## config.mk

```make
export PLATFORM = sky130hd
export DESIGN_NAME = stq_cell
export DESIGN_NICKNAME = d
export VERILOG_FILES = /design/src/hw/rtl/stq_pkg.sv /design/src/hw/rtl/stq_cell.sv
export SDC_FILE = /design/constraint.sdc
export NUM_CORES = 1
export LEC_CHECK = 0
export BUFFER_PORTS_ARGS = -buffer_cell sky130_fd_sc_hd__buf_2
export CELL_PAD_IN_SITES_DETAIL_PLACEMENT = 0
export CELL_PAD_IN_SITES_GLOBAL_PLACEMENT = 1
export CORE_ASPECT_RATIO = 1.2
export CORE_MARGIN = 5
export CORE_UTILIZATION = 35
export DETAILED_ROUTE_END_ITERATION = 12
export PLACE_DENSITY_LB_ADDON = 0.12
export REMOVE_ABC_BUFFERS = 1
export SLEW_MARGIN = 40
export SYNTH_ARGS = -nofsm -noshare
export SYNTH_HDL_FRONTEND = slang
export SYNTH_SLANG_ARGS = --single-unit
```

## constraint.sdc

```tcl
create_clock -name clk_i -period 7.5 [get_ports clk_i]
set_input_delay 1.125 -clock clk_i [delete_from_list [all_inputs] [get_ports clk_i]]
set_output_delay 1.125 -clock clk_i [all_outputs]
set_load 0.01 [all_outputs]
```

## src/hw/rtl/stq_pkg.sv

```systemverilog
// stq_pkg: shared types, codes and helper functions of the sorted timer queue
// used by stq_cell and sorted_timer_task_queue_core, no dependencies
`default_nettype none

package stq_pkg;

  // largest queue depth the prefix network covers
  localparam int unsigned MaxDepth = 256;
  localparam int unsigned PrefixLevels = 8;

  localparam int unsigned TimeWidth = 32;
  localparam int unsigned MaxTimeoutWidth = 31;
  localparam int unsigned CfgIndexWidth = 2;
  localparam int unsigned CfgDataWidth = 32;

  localparam logic [TimeWidth-1:0] IdleWaitReset = 32'd1000;
  localparam logic [MaxTimeoutWidth-1:0] MaxTimeoutReset = 31'h7FFF_FFFF;

  typedef enum logic [1:0] {
    REQ_REGISTER = 2'd0,
    REQ_REMOVE   = 2'd1,
    REQ_POLL     = 2'd2
  } req_e;

  typedef enum logic [1:0] {
    STS_OK        = 2'd0,
    STS_NOT_FOUND = 2'd1,
    STS_FULL      = 2'd2,
    STS_TOO_LARGE = 2'd3
  } status_e;

  typedef enum logic [CfgIndexWidth-1:0] {
    CFG_IDLE_WAIT   = 2'd0,
    CFG_MAX_TIMEOUT = 2'd1
  } cfg_index_e;

  typedef enum logic [1:0] {
    S_IDLE,
    S_EXEC,
    S_INSERT
  } state_e;

  // per-cell load selects, highest priority first
  typedef struct packed {
    logic take_new;
    logic take_prev;
    logic take_next;
  } cell_ctrl_t;

  typedef struct packed {
    logic match;
    logic later;
  } cell_flag_t;

  // a later than b with wrap-around
  function automatic logic later_than(logic [TimeWidth-1:0] a, logic [TimeWidth-1:0] b);
    logic [TimeWidth-1:0] d;
    d = a - b;
    return (d != '0) && !d[TimeWidth-1];
  endfunction

  // inclusive prefix or, log-depth
  function automatic logic [MaxDepth-1:0] prefix_or(logic [MaxDepth-1:0] v);
    logic [MaxDepth-1:0] r;
    logic [MaxDepth-1:0] n;
    r = v;
    for (int s = 0; s < PrefixLevels; s++) begin
      n = r;
      for (int i = 0; i < MaxDepth; i++) begin
        if (i >= (1 << s)) begin
          n[i] = r[i] | r[i - (1 << s)];
        end
      end
      r = n;
    end
    return r;
  endfunction

endpackage

`default_nettype wire

```

## src/hw/rtl/stq_cell.sv

```systemverilog
// stq_cell: one slot of the sorted queue chain, holds expiry and key
// loads from its neighbours or the new entry; depends on stq_pkg
`default_nettype none

module stq_cell #(
  parameter int unsigned TASK_ID_WIDTH = 8,
  parameter int unsigned DATA_WIDTH = 16
) (
  input  wire                              clk_i,
  input  stq_pkg::cell_ctrl_t              ctrl_i,
  input  wire                              occ_i,
  input  wire [stq_pkg::TimeWidth-1:0]     new_exp_i,
  input  wire [TASK_ID_WIDTH-1:0]          new_task_i,
  input  wire [DATA_WIDTH-1:0]             new_data_i,
  input  wire [stq_pkg::TimeWidth-1:0]     prev_exp_i,
  input  wire [TASK_ID_WIDTH-1:0]          prev_task_i,
  input  wire [DATA_WIDTH-1:0]             prev_data_i,
  input  wire [stq_pkg::TimeWidth-1:0]     next_exp_i,
  input  wire [TASK_ID_WIDTH-1:0]          next_task_i,
  input  wire [DATA_WIDTH-1:0]             next_data_i,
  output logic [stq_pkg::TimeWidth-1:0]    exp_o,
  output logic [TASK_ID_WIDTH-1:0]         task_o,
  output logic [DATA_WIDTH-1:0]            data_o,
  output stq_pkg::cell_flag_t              flag_o
);
  import stq_pkg::*;

  logic [TimeWidth-1:0]     exp_q, exp_d;
  logic [TASK_ID_WIDTH-1:0] task_q, task_d;
  logic [DATA_WIDTH-1:0]    data_q, data_d;

  always_comb begin
    exp_d  = exp_q;
    task_d = task_q;
    data_d = data_q;
    priority if (ctrl_i.take_new) begin
      exp_d  = new_exp_i;
      task_d = new_task_i;
      data_d = new_data_i;
    end else if (ctrl_i.take_prev) begin
      exp_d  = prev_exp_i;
      task_d = prev_task_i;
      data_d = prev_data_i;
    end else if (ctrl_i.take_next) begin
      exp_d  = next_exp_i;
      task_d = next_task_i;
      data_d = next_data_i;
    end
  end

  always_ff @(posedge clk_i) begin
    exp_q  <= exp_d;
    task_q <= task_d;
    data_q <= data_d;
  end

  // an empty slot counts as later so the insert point falls on the fill level
  assign flag_o.later = !occ_i || later_than(exp_q, new_exp_i);
  assign flag_o.match = occ_i && (task_q == new_task_i) && (data_q == new_data_i);

  assign exp_o  = exp_q;
  assign task_o = task_q;
  assign data_o = data_q;

endmodule

`default_nettype wire

```

# Word-level counts from Yosys, hierarchy flattened
# Index checks and enable logic that the tools add are counted.
totals:
  in_bits: 173
  register_bits: 56
  word_cells: 23
  output_inout_bits: 58
op_classes:
  mux: 9
  n_eq_ne: 2
  reduce_logical: 8
  add_sub_neg: 1
op_table:
  columns: ["operator", "count"]
  rows:
  - ["2-to-1 mux 32 bit", 3]
  - ["2-to-1 mux 16 bit", 3]
  - ["nonzero test 32 bit", 1]
  - ["subtractor 32 bit", 1]
  - ["2-to-1 mux 8 bit", 3]
  - ["equality test 16 bit", 1]
  - ["equality test 8 bit", 1]
  - ["logical AND 1 bit", 3]
  - ["nonzero test 3 bit", 1]
  - ["zero test 1 bit", 2]
  - ["logical OR 1 bit", 1]

# Depth between registers and ports, before layout
# Gate-level depths: netlist of run 1.
depth:
  ltp_word: 4
  depth_mapped: 13

# Worst setup path after synthesis of run 1
# No wires, ideal clock.
synth_path:
  kind: "in2out"
  startpoint: "in new_exp_i[0] (netlist name)"
  endpoint: "out flag_o[0] (netlist name)"
  path_stages: 12
  arrival_ns: 3.997
  setup_slack_ns: 2.378
  n_path_buf: 0
  t_required_ns: 6.375
  path_cell_list: "ha_1 > fa_1 > nand2b_1 > a21oi_1 > a31oi_4 > o31ai_4 > xnor2_2 > or4b_1 > a2111oi_2 > nand4_1 > nor4_1 > a21oi_1"
synth_lines:
  columns: ["element", "line", "text"]
  rows:
  - ["from (decl)", "stq_cell.sv:12", "input wire [stq_pkg::TimeWidth-1:0] new_exp_i,"]
  - ["to (decl)", "stq_cell.sv:24", "output stq_pkg::cell_flag_t flag_o"]

==> impl_summary.txt, run 1 <==
----------------------------------------------------
[Yosys]
  Async SR Flop Fraction ... 0%
  Mean instance size in the synthesized netlist ... a little under 9 sq um
  Number of cells produced by synthesis ... 586
  Prevailing post-synth register cell ... edfxtp_1
  Total standard cell area after synthesis ... around 5100 sq um
  Register bit count reported by yosys ... 56
  Count of flip-flops with a built-in enable after synthesis ... 56
  Distinct cell type count of the synthesized netlist ... 60
  Synthesis warning total ... 0
  Sequential share of the synthesized area ... between 30 and 40%

[Cells and area]
  Final-stage net count ... ~1000
  Layout-stage area growth over the synthesis result ... 28.7%
  Fraction of final layout cells with drive strength greater than 1 ... a little under a third
  Diodes inserted ... 0
  Fraction of the core area covered by cells at the end of the flow ... about 46%

[Die]
  Top-level port count ... approximately 230
  CORE AREA ... between 10000 and 15000 sq um
  Die extent in y ... ~140 um
  Initial standard-cell utilization of the core ... between 30% and 40%
  Std cell rows ... 48
  Overall die area ... 17100 sq um
  Horizontal die dimension ... ~120 um

[Detailed routing]
  Post-detailed-route via-to-cell ratio ... between 5 and 6
  DRC violations left ... 0
  DR pass1 iterations ... 4
  Total detailed-routing wirelength ... 16400 um
  DRC marker count from the first detailed-route iteration ... ~220
  Via count ... 5011
  Antenna-violating nets left ... 0
  WL/cell ... between 15 and 20 um

[Timing]
  Number of pins exceeding their max-slew limit in the final report ... 0
  Fin crit period ... between 5 and 6 ns
  Slew at the pin with the worst max-slew slack ... approximately 0.63 ns
  Setup TNS ... 0 ns
  Setup repair after global routing missed its margin ... no
  Share of the clock period used by the worst path after layout ... about three quarters
  Final count of negative-setup-slack endpoints ... 0
  Worst slew margin relative to its limit ... roughly three fifths
  Count of endpoints failing hold in the final timing report ... 0
  Upper clock frequency limit ... between 150 and 200 MHz

[Clocking]
  CTS Root Buffer Type ... clkbuf_16
  CTS Hold Buffers Added ... 0
  Post-cts resize count ... 0
  CTS tree ... yes
  Number of levels the H-tree was split into ... 2
  Post-CTS setup buffers ... 0
  TritonCTS Sinks ... 56
  Number of buffers created by CTS ... 5
  Reg clk slew, reported paths ... 0.08 ns
  Buffer depth of the longest clock path ... 2

[Min path]
  Hold path depth ... 3
  WHS Endpoint ... exp_o[20]$_DFFE_PP_
  Class of the worst hold path ... in -> reg
  Worst hold path startpoint ... new_exp_i[20]

[Setup path]
  Data required, critical path ... roughly 6.4 ns
  Critical Path AT ... about 4.6 ns
  Startpoint-to-endpoint class of the critical path ... in -> out
  Maximum fanout along the worst path ... 5
  Kind of launch point of the worst setup path ... input pin
  Nature of the critical path endpoint ... output pin

[Global routing]
  Total routing usage reported by global routing ... a little under a fifth
  Pin count of the biggest net entering global routing ... 67
  Wire length of the first global-routing pass ... 26000 um
  Number of global-route vias before repair ... about 5200
  Antenna violations before repair ... 0
  GR Overflow Total ... 0

[Place]
  HPWL reported at the end of detailed placement ... 13300 um
  Port Buffer Count ... 230
  Routability congestion estimate from global placement ... 0.869

[Power]
  Leakage ... 0.00316 uW
  Worst IR drop on VDD ... around 0.12 mV
  Cell Pwr Density ... around 180 nW/um^2

[Flow run]
  Total of max-cap violations ... 0

[Status]
  Run status ... finished, final reports clean

----------------------------------------------------
-- power breakdown --
part,switching [uW],leakage (uW),internal (uW)
combinational,263,0.00248,200
clock,121,0.0000899,190
sequential,24.0,0.000592,387
-- routing by layer --
layer / up-vias / share of wire [%] / GRT usage, %
li1: 2587 / - / -
met4: 0 / 2.0 / 6.03
met1: 2203 / 42 / 22.4
met2: 197 / 48 / 32.9
met3: 24 / 7.9 / 4.93
met5: - / 0 / 0
-- synth_stat cells, types with 3 or more instances --
master / instances / area share, %
nand2_1: 85 / 6.2
o21ai_0: 69 / 6.7
mux2i_1: 58 / 11
edfxtp_1: 56 / 33
inv_1: 42 / 3.1
ha_1: 31 / 7.6
a21oi_1: 26 / 2.5
clkbuf_1: 24 / 1.8
nor2_1: 20 / 1.5
xnor2_1: 17 / 2.9
xor2_1: 17 / 2.9
nor3_1: 13 / 1.3
nand3_1: 11 / 1.1
nand4_1: 9 / 1.1
a21o_1: 8 / 1.2
nor4_1: 7 / 0.86
o2111ai_1: 6 / 1.0
or3_1: 6 / 0.73
a211oi_1: 5 / 0.73
a31oi_1: 5 / 0.61
nand2b_1: 5 / 0.61
o21ai_1: 5 / 0.49
o211ai_1: 4 / 0.59
a311oi_1: 3 / 0.51
and3_1: 3 / 0.37
nor2b_1: 3 / 0.37
o221ai_1: 3 / 0.51
o31ai_1: 3 / 0.44
-- cell families (layout without fill, tap and decap cells) --
kind of cell | count (synthesis) | after routing | synth area share (%)
AO/OA/AOI/OAI | 163 | 163 | 20.7
AND/OR/NAND/NOR | 172 | 172 | 15.7
buffers and inverters | 70 | 282 | 5.31
XOR/XNOR | 35 | 35 | 6.14
flip-flops | 56 | 56 | 32.9
adder cells (fa/ha/maj) | 32 | 32 | 7.97
multiplexers | 58 | 58 | 11.3
-- through the flow --
| stage | instances | area (sq um) | setup WS [ns] | hold slack (ns) | total power [uW] |
|---|---|---|---|---|---|
| 6_report | 973 | 6590 | 1.81 | 1.11 | 1190 |
| 2_1_floorplan | 558 | 5000 | 2.38 | 1.31 | 703 |
| 3_3_place_gp | 966 | 6400 | 1.84 | 1.42 | 880 |
| 5_1_grt | 973 | 6590 | 1.56 | 1.12 | 1260 |
| 4_1_cts | 973 | 6590 | 1.78 | 1.11 | 1200 |
| 3_5_place_dp | 966 | 6400 | 1.78 | 1.42 | 882 |
-- worst max-delay path: stages --
cell,delay (ns)
buf_2,0.11
ha_1,0.23
fa_1,0.40
nand2b_1,0.16
a21oi_1,0.34
a31oi_4,0.19
o31ai_4,0.29
xnor2_2,0.16
or4b_1,0.47
a2111oi_2,0.39
nand4_1,0.12
nor4_1,0.34
a21oi_1,0.07
buf_2,0.16
-- cell usage in the layout (no fill, tap or decap), types with 8 or more instances in the layout --
cell type and n:
mux2i_1 58, buf_2 228, inv_1 42, nand3_1 11
a21oi_1 26, xnor2_1 17, nand4_1 9, a21o_1 8
xor2_1 17, nor2_1 20, edfxtp_1 56, ha_1 31
o21ai_0 69, nand2_1 85, nor3_1 13
-- flip-flops by register name (all words and copies together), names as in the netlist --
signal  count
data_o     16
task_o      8
exp_o      32
-- worst max path at each step --
stage | start | to | cells after the start
detailed placement | new_exp_i[0] | flag_o[0] | 14
finish | new_exp_i[0] | flag_o[0] | 14
CTS | new_exp_i[0] | flag_o[0] | 14
floorplan | new_exp_i[0] | flag_o[0] | 12
global route | new_exp_i[0] | flag_o[0] | 14
global placement | new_exp_i[0] | flag_o[0] | 14
-- layout make-up --
type	count	area (sq um)
Fill cell	1460	7770
Sequential cell	56	1680
Tap cell	175	219
Clock inverter	2	60.1
Clock buffer	5	125
Timing Repair Buffer	233	1180
Multi-Input combinational cell	460	3160
Inverter	42	158
Note: power is estimated with default switching activity, not from simulation.
==> inputs of run 2 (changes only) <==
--- a/config.mk
+++ b/config.mk
@@ -5,12 +5,13 @@
 export SDC_FILE = /design/constraint.sdc
 export NUM_CORES = 1
 export LEC_CHECK = 0
+export ABC_AREA = 1
 export BUFFER_PORTS_ARGS = -buffer_cell sky130_fd_sc_hd__buf_2
 export CELL_PAD_IN_SITES_DETAIL_PLACEMENT = 0
 export CELL_PAD_IN_SITES_GLOBAL_PLACEMENT = 1
 export CORE_ASPECT_RATIO = 1.2
 export CORE_MARGIN = 5
-export CORE_UTILIZATION = 35
+export CORE_UTILIZATION = 34
 export DETAILED_ROUTE_END_ITERATION = 12
 export PLACE_DENSITY_LB_ADDON = 0.12
 export REMOVE_ABC_BUFFERS = 1
==> constraint.sdc (replaced) <==
create_clock -name clk_i -period 5.55 [get_ports clk_i]
set_input_delay 0.8325 -clock clk_i [delete_from_list [all_inputs] [get_ports clk_i]]
set_output_delay 0.8325 -clock clk_i [all_outputs]
set_load 0.01 [all_outputs]
==> impl_summary.txt, run 2 <==
----------------------------------------------------
[Status]
  Run status ... finished, final reports clean

[Detailed routing]
  Length of routed met2 wiring ... roughly 10000 um
  Total detailed-routing wirelength ... ~21000 um
  Via count ... 6457
  Antenna-violating nets left ... 0
  Post-detailed-route via-to-cell ratio ... ~4.7
  Met3 wire length ... between 1500 and 2000 um
  Top Metal Used ... met5
  WL/cell ... about 15 um
  Routed met1 length ... between 8000 and 9000 um
  DR pass1 iterations ... 5
  DRC violations left ... 0
  DRC marker count from the first detailed-route iteration ... 300

[Cells and area]
  Post-route cell area ... ~7400 sq um
  Fraction of the core area covered by cells at the end of the flow ... 43.9%
  Filler Cells Inserted ... roughly 2000
  Fraction of final layout cells with drive strength greater than 1 ... approximately a quarter
  Number of flip-flops in the largest register ... 32
  Layout-stage area growth over the synthesis result ... 26.7%
  Final-stage net count ... 1352
  Leading cell types in the layout, fill and taps excluded ... nand2_1, buf_2, inv_1
  Most common library cell in the layout ignoring fill and taps ... nand2_1
  Final Non-Filler Cells ... 1363
  Diodes inserted ... 0

[Timing]
  Upper clock frequency limit ... roughly 250 MHz
  Count of endpoints failing hold in the final timing report ... 0
  Number of pins exceeding their max-slew limit in the final report ... 0
  Setup repair after global routing missed its margin ... no
  Share of the clock period used by the worst path after layout ... between 70% and 80%
  Slew at the pin with the worst max-slew slack ... 0.688 ns
  Final count of negative-setup-slack endpoints ... 0
  Fin crit period ... a little under 4 ns
  Worst slew margin relative to its limit ... a little over half
  Setup TNS ... 0 ns

[Yosys]
  Cell type contributing the most total cell area after synthesis ... edfxtp_1
  Prevailing post-synth register cell ... edfxtp_1
  Total standard cell area after synthesis ... just under 6000 sq um
  Mean instance size in the synthesized netlist ... around 6.3 sq um
  Most frequent cells after synthesis ... nand2_1, inv_1, a21oi_1, nor2_1, edfxtp_1
  Leading cell type by number of instances after synthesis ... nand2_1
  Count of flip-flops with a built-in enable after synthesis ... 56
  Number of cells produced by synthesis ... 930
  Top area cells in the synthesized netlist ... edfxtp_1, nand2_1, inv_1
  Register bit count reported by yosys ... 56
  Sequential share of the synthesized area ... between 20% and 30%
  Area fraction of the dominant cell type after synthesis ... just under 30%
  Distinct cell type count of the synthesized netlist ... 31
  Synthesis warning total ... 0
  Async SR Flop Fraction ... 0%

[Place]
  Post-DP Area ... ~7200 sq um
  HPWL reported at the end of detailed placement ... 16800 um
  Routability congestion estimate from global placement ... approximately 0.90
  Port Buffer Count ... 230
  Placed Cells ... around 1400

[Clocking]
  CTS Root Buffer Type ... clkbuf_16
  Post-CTS setup buffers ... 0
  Post-cts resize count ... 0
  CTS Hold Buffers Added ... 0
  CTS tree ... yes
  Buffer depth of the longest clock path ... 2
  Number of buffers created by CTS ... 5
  Number of levels the H-tree was split into ... 2
  Reg clk slew, reported paths ... approximately 0.08 ns
  TritonCTS Sinks ... 56

[Power]
  Leakage ... ~0.0042 uW
  Cell Pwr Density ... roughly 230 nW/um^2
  Worst IR drop on VDD ... approximately 0.12 mV

[Global routing]
  Antenna violations before repair ... 1
  GR Overflow Total ... 0
  Wire length of the first global-routing pass ... 32200 um
  Total routing usage reported by global routing ... around a fifth
  Pin count of the biggest net entering global routing ... 57
  Number of global-route vias before repair ... 6319

[Setup path]
  Nature of the critical path endpoint ... output pin
  Data required, critical path ... approximately 4.7 ns
  Startpoint-to-endpoint class of the critical path ... in -> out
  Kind of launch point of the worst setup path ... input pin
  Critical Path AT ... 3.09 ns
  Maximum fanout along the worst path ... 3

[Die]
  Horizontal die dimension ... approximately 130 um
  Die extent in y ... 154 um
  Std cell rows ... 52
  Top-level port count ... roughly 230
  Initial standard-cell utilization of the core ... between 30% and 40%
  Overall die area ... approximately 20000 sq um
  CORE AREA ... ~17000 sq um

[Min path]
  Hold path depth ... 3
  Class of the worst hold path ... in -> reg

[Flow run]
  Total of max-cap violations ... 0

----------------------------------------------------
-- run 2: path summary, 6_finish.rpt --
| kind | start | endpoint |
|---|---|---|
| worst min-delay path | new_task_i[0] | task_o[0]$_DFFE_PP_ |
| worst max-delay path | new_exp_i[0] | flag_o[0] |
-- run 2: where the power goes --
| part | switching [uW] | total [uW] | leakage (uW) | internal, uW |
|---|---|---|---|---|
| combinational | 458 | 736 | 0.00350 | 278 |
| sequential | 29.1 | 553 | 0.000575 | 524 |
| clock | 172 | 429 | 0.0000899 | 257 |
| total | 659 | 1720 | 0.00417 | 1060 |
-- run 2: stage by stage --
stage	worst slack [ns]	total power, uW	hold WS [ns]
6_report	1.63	1720	0.871
2_1_floorplan	2.25	1030	1.06
3_5_place_dp	1.59	1300	1.19
5_1_grt	1.37	1860	0.875
3_3_place_gp	1.62	1310	1.19
4_1_cts	1.59	1740	0.868
-- run 2: layout make-up --
type                            count  area, sq um  area share (%)
Clock buffer                        5          125            1.69
Clock inverter                      2         60.1           0.812
Inverter                          184          693            9.37
Multi-Input combinational cell    666         3380            45.7
Sequential cell                    56         1680            22.7
Tap cell                          216          270            3.65
Timing Repair Buffer              234         1180            16.0
-- run 2: logic make-up (layout without fill, tap and decap cells) --
logic type,after synthesis,count (layout),share of synthesized area (%)
buffers and inverters,208,425,13.4
AO/OA/AOI/OAI,143,143,14.3
flip-flops,56,56,28.8
AND/OR/NAND/NOR,473,473,33.8
XOR/XNOR,18,18,2.70
adder cells (fa/ha/maj),32,32,6.99
-- run 2: routing by layer --
layer | global-route usage [%] | vias to the layer above
met1 | 24.3 | 2888
met4 | 2.97 | 2
met2 | 36.3 | 166
met5 | 0 | -
met3 | 6.00 | 10
li1 | - | 3391
-- run 2: worst max-delay path, cell delays in order --
cell     delay [ns]
buf_2          0.11
ha_1           0.21
fa_1           0.43
inv_1          0.12
nand3_1        0.07
nand3_1        0.13
nand2_1        0.07
nand2_1        0.12
nand2_1        0.13
nand4_1        0.11
nand2_1        0.05
nor2_1         0.11
nand2_1        0.06
nor2_1         0.11
nand3_1        0.08
nand2_1        0.13
nand2_1        0.07
buf_2          0.14
